`config.mk`:
```
export PLATFORM = sky130hd
export DESIGN_NAME = fbba_ctrl
export DESIGN_NICKNAME = d
export VERILOG_FILES = /design/src/rtl/fbba_pkg.sv /design/src/rtl/fbba_ctrl.sv
export SDC_FILE = /design/constraint.sdc
export NUM_CORES = 1
export LEC_CHECK = 0
export ABC_AREA = 1
export BUFFER_PORTS_ARGS = -buffer_cell sky130_fd_sc_hd__buf_2
export CORE_AREA = 4 4 41 43
export DETAILED_ROUTE_END_ITERATION = 8
export DIE_AREA = 0 0 45 47
export GPL_TIMING_DRIVEN = 1
export PLACE_DENSITY = 0.62
export SETUP_SLACK_MARGIN = 0.05
export SYNTH_ARGS = -nofsm -noshare
export SYNTH_HDL_FRONTEND = slang
export SYNTH_SLANG_ARGS = --single-unit
```
`constraint.sdc`:
```
create_clock -name clock -period 3.11 [get_ports clock]
set_clock_uncertainty 0.2 [all_clocks]
set_input_delay 0.1555 -clock clock [delete_from_list [all_inputs] [get_ports clock]]
set_output_delay 0.1555 -clock clock [all_outputs]
set_load 0.005 [all_outputs]
```
`src/rtl/fbba_pkg.sv`:
```
// Shared constants, opcodes and controller/datapath handshake types.
`timescale 1ns / 1ps
package fbba_pkg;

   localparam int MAP_BITS_DEF  = 32768;
   localparam int WORD_BITS_DEF = 32;

   localparam int IDX_W = 15;   // block index and free index width
   localparam int CNT_W = 16;   // block_count register width

   localparam logic [CNT_W-1:0] COUNT_RESET = 16'd32768;

   localparam logic OP_TOGGLE = 1'b0;
   localparam logic OP_FIND   = 1'b1;

   // Commands from the controller to the datapath
   typedef struct packed {
      logic accept;       // request taken, capture block index
      logic clear_step;   // zero one bitmap word
      logic tg_div;       // toggle: word index from block index
      logic tg_read;      // toggle: read the word, form bit offset
      logic tg_write;     // toggle: write back flipped word
      logic scan_start;   // find: reset scan pointers, latch limit
      logic scan_run;     // find: issue next word, evaluate previous
      logic load_out;     // move find result into response register
   } cmd_type;

   // Status from the datapath to the controller
   typedef struct packed {
      logic clear_last;   // last word of the clearing pass
      logic scan_done;    // find has its answer
      logic out_free;     // response register can take a result
   } status_type;

endpackage

```
`src/rtl/fbba_ctrl.sv`:
```
// Controller state machine: clearing pass, toggle sequence, scan, result hand-off.
`timescale 1ns / 1ps
module fbba_ctrl (
   input  logic                 clock,
   input  logic                 reset,
   input  logic                 req_valid,
   input  logic                 req_opcode,
   output logic                 req_ready,
   input  fbba_pkg::status_type status,
   output fbba_pkg::cmd_type    cmd
);
   import fbba_pkg::*;

   typedef enum logic [6:0] {
      ST_CLEAR    = 7'b0000001,
      ST_IDLE     = 7'b0000010,
      ST_TG_DIV   = 7'b0000100,
      ST_TG_READ  = 7'b0001000,
      ST_TG_WRITE = 7'b0010000,
      ST_SCAN     = 7'b0100000,
      ST_FLUSH    = 7'b1000000
   } state_type;

   state_type state_ff, state_in;

   always_ff @(posedge clock) begin
      if (reset) begin
         state_ff <= ST_CLEAR;
      end else begin
         state_ff <= state_in;
      end
   end

   always_comb begin
      cmd       = '0;
      req_ready = 1'b0;
      state_in  = state_ff;
      case (state_ff)
         ST_CLEAR: begin
            cmd.clear_step = 1'b1;
            if (status.clear_last) state_in = ST_IDLE;
         end
         ST_IDLE: begin
            req_ready = 1'b1;
            if (req_valid) begin
               cmd.accept = 1'b1;
               if (req_opcode == OP_FIND) begin
                  cmd.scan_start = 1'b1;
                  state_in       = ST_SCAN;
               end else begin
                  state_in = ST_TG_DIV;
               end
            end
         end
         ST_TG_DIV: begin
            cmd.tg_div = 1'b1;
            state_in   = ST_TG_READ;
         end
         ST_TG_READ: begin
            cmd.tg_read = 1'b1;
            state_in    = ST_TG_WRITE;
         end
         ST_TG_WRITE: begin
            cmd.tg_write = 1'b1;
            state_in     = ST_IDLE;
         end
         ST_SCAN: begin
            cmd.scan_run = 1'b1;
            if (status.scan_done) state_in = ST_FLUSH;
         end
         ST_FLUSH: begin
            if (status.out_free) begin
               cmd.load_out = 1'b1;
               state_in     = ST_IDLE;
            end
         end
         default: begin
            state_in = ST_CLEAR;
         end
      endcase
   end

endmodule

```
==> impl_metrics.json <==
{
  "design.core.area_sq_um": 1301,
  "crit_path_max_incr_delay_ns": 0.54,
  "ioPinCount": 16,
  "clockRootBuffer": "clkbuf_4",
  "drtPass1Iterations": 1,
  "layout_worst_path_cycle_share": 0.5907,
  "timing.rr.start": "state_ff[4]",
  "worst-path-max-fanout": 6,
  "postSynthCellCount": 77,
  "clock_insertion_delay_at_the_later_pin_of_the_skew_report_ns": 0.25,
  "period_needed_ns": 1.837,
  "slowest_stage": "dlygate4sd3_1",
  "synth.cell_area_sq_um": 490.5,
  "synth.yosys.seq_area_share": 0.2857,
  "syn-num-nets": 84,
  "crit-reg2reg-capture": "state_ff[5]",
  "critPathBufInv": 2,
  "grt.total_usage": 0.1346,
  "clk_transition_reported_paths_ns": 0.06,
  "die-area_sq_um": 2115,
  "arrival_ns": 1.84,
  "fmax_ghz": 0.5443,
  "p_comb_frac": 0.490,
  "worst_setup_path_start_kind": "flop",
  "route.detailed.vias_per_inst": 4.289,
  "final-hold-violation-count": 0,
  "cp_top_family": "buffers and inverters",
  "worst_hold_path_type": "input pin to flop",
  "power-per-cell-area_nw_per_um2": 631.5,
  "dpl_worst_slack_ns": 1.704,
  "floorplan.initialDensity": 0.3769,
  "total_of_warnings_raised_by_yosys": 0,
  "clk_path_buf_depth": 2,
  "die_y_microns": 47,
  "timing.critical_path.to": "state_ff[5]",
  "run_status": "complete, no violations",
  "hpwl_after_detailed_placement_microns": 883.1,
  "synth_seq_cells": 7,
  "grt_max_degree": 7,
  "p_int_uw": 233.2,
  "route.detailed.drc": 0,
  "power.share.sequential": 0.299,
  "cts-resized-gates": 0,
  "timing.critical_path.to_type": "flop",
  "final-max-slew-violation-count": 0,
  "relSlewSlack": 0.8549,
  "worstMarginPinSlew_ns": 0.2174,
  "finalNetCount": 107,
  "rrSetupSlack_ns": 1.27,
  "synthesis.area_per_instance_sq_um": 6.370,
  "report.final.setup_viol": 0,
  "cts_sinks": 7,
  "drt-initial-drc-count": 0,
  "setup_ws_ns": 1.273,
  "grt_pass1_wl_microns": 1980,
  "port_buffers": 15,
  "globalplace.congestion": 0.7654,
  "critPathRequiredTime_ns": 3.11,
  "power.leakage_nw": 0.3922,
  "max_ir_drop_vdd_v": 0.0002502,
  "rsz0062_at_grt": "no",
  "startpoint": "state_ff[4]",
  "pwr-share-clk": 0.212,
  "antenna_found_initial": 0,
  "crit_path_cell_trace": "inv_2 > nand2_4 > nor2_4 > nand2_2 > nor2_4 > nand2_1 > a21oi_1 > dlygate4sd3_1",
  "total_switching_power_uw": 171.4,
  "post_synth_cell_types": 15,
  "diodes": 0,
  "h-tree-depth": 1,
  "most_flop_heavy_register": "state_ff",
  "top_regs": "state_ff x7",
  "dieWidth_microns": 45,
  "first_global_vias": 478,
  "tns_ns": 0,
  "wire_per_inst_microns": 9.623,
  "power_switching_share": 0.4236,
  "numCtsBuffers": 3,
  "drt.antenna.violating_nets": 0,
  "dr_total_vias": 489,
  "share_of_final_layout_standard_cells_stronger_than_drive_strength_1": 0.3636,
  "area_growth_syn_to_layout_pct": 30.61,
  "tritoncts_clock_tree": "built",
  "crit_type": "flop to flop",
  "cp.depth": 8,
  "grt.overflow.total": 0,
  "path_common_cell": "nor2_4",
  "reg2regPathDepth": 8,
  "largest_register_ffs": 7,
  "layout.cells.most_common_list": "15 x inv_1, 15 x buf_2, 13 x nand2_1",
  "row_count": 13,
  "totalWireLength_microns": 1097,
  "cap_violations": 0
}
[kinds of logic after synthesis]
| kind of cell | Yosys count | share of synthesized area |
|---|---|---|
| DFF | 7 | 0.2857 |
| and+or+nand+nor | 49 | 0.5485 |
| buffers and inverters | 19 | 0.1454 |
| AOI/OAI and AO/OA | 2 | 0.02041 |
[power by group through the flow]
stage	clock network [mW]	logic, mW	registers, mW
after floorplan	0	0.154	0.120
after global placement	0	0.196	0.123
after detailed placement	0	0.197	0.123
after CTS	0.0899	0.200	0.121
after global routing	0.0946	0.231	0.123
final	0.0856	0.198	0.121
[Yosys cell counts]
master   number  share of area
inv_1        15           0.11
nor2_1       12          0.092
and2_1        1          0.013
nand2_4       2          0.046
inv_2         4          0.031
nand3_2       1          0.020
nand3_1       6          0.061
nand2_2       4          0.051
nor3_1        1          0.010
nand4_1       2          0.026
nand2_1      13          0.099
a21oi_1       2          0.020
nor2_4        4          0.092
dfxtp_1       7           0.29
nor2_2        3          0.038
[cell type report]
cell class                 count  area, sq um
clock buffer                   4        26.28
fill                         146        660.6
inverter                      19        71.32
multi-input combinational     51        279.0
sequential                     7        140.1
tap                           15        18.77
timing repair buffer          18        105.1
[per-layer routing]
metal	vias up	part of all wire	GRT usage
met4	0	0.0073	0.1053
met5	-	0	0
li1	272	-	-
met1	205	0.48	0.1625
met3	2	0.062	0.02682
met2	10	0.45	0.2090
[worst reg2reg max path, delay by kind of cell (launching register included)]
kind / cells / cell delay, ns
AND/OR/NAND/NOR: 5 / 0.52
buffers and inverters: 2 / 0.63
AO/OA/AOI/OAI: 1 / 0.11
flip-flops: 1 / 0.33
[how the worst min path moves through the flow]
stage	from	to	slack [ns]	cells past startpoint
2_1_floorplan	reset	state_ff[5]	0.02	1
3_3_place_gp	reset	state_ff[2]	0.19	2
3_5_place_dp	reset	state_ff[5]	0.19	2
4_1_cts	status[2]	state_ff[0]	0.03	4
5_1_grt	status[2]	state_ff[0]	0.05	4
6_report	status[2]	state_ff[0]	0.03	4
[timing repair]
action                                 4_1_cts  5_1_grt
endpoints found under the hold margin        4        0
hold buffers                                 3        0
buffers inserted                             0        0
[stage by stage]
stage	power, mW	hold WS (ns)	area [sq um]	cells	util
detailed placement	0.3205	0.1930	584.3	107	0.4490
global placement	0.3186	0.1903	584.3	107	0.4490
global route	0.4487	0.04668	640.6	114	0.4923
finish	0.4045	0.03205	640.6	114	0.4923
floorplan	0.2738	0.02457	490.5	77	-
CTS	0.4112	0.02623	640.6	114	0.4923
(Power assumes the default switching activity.)
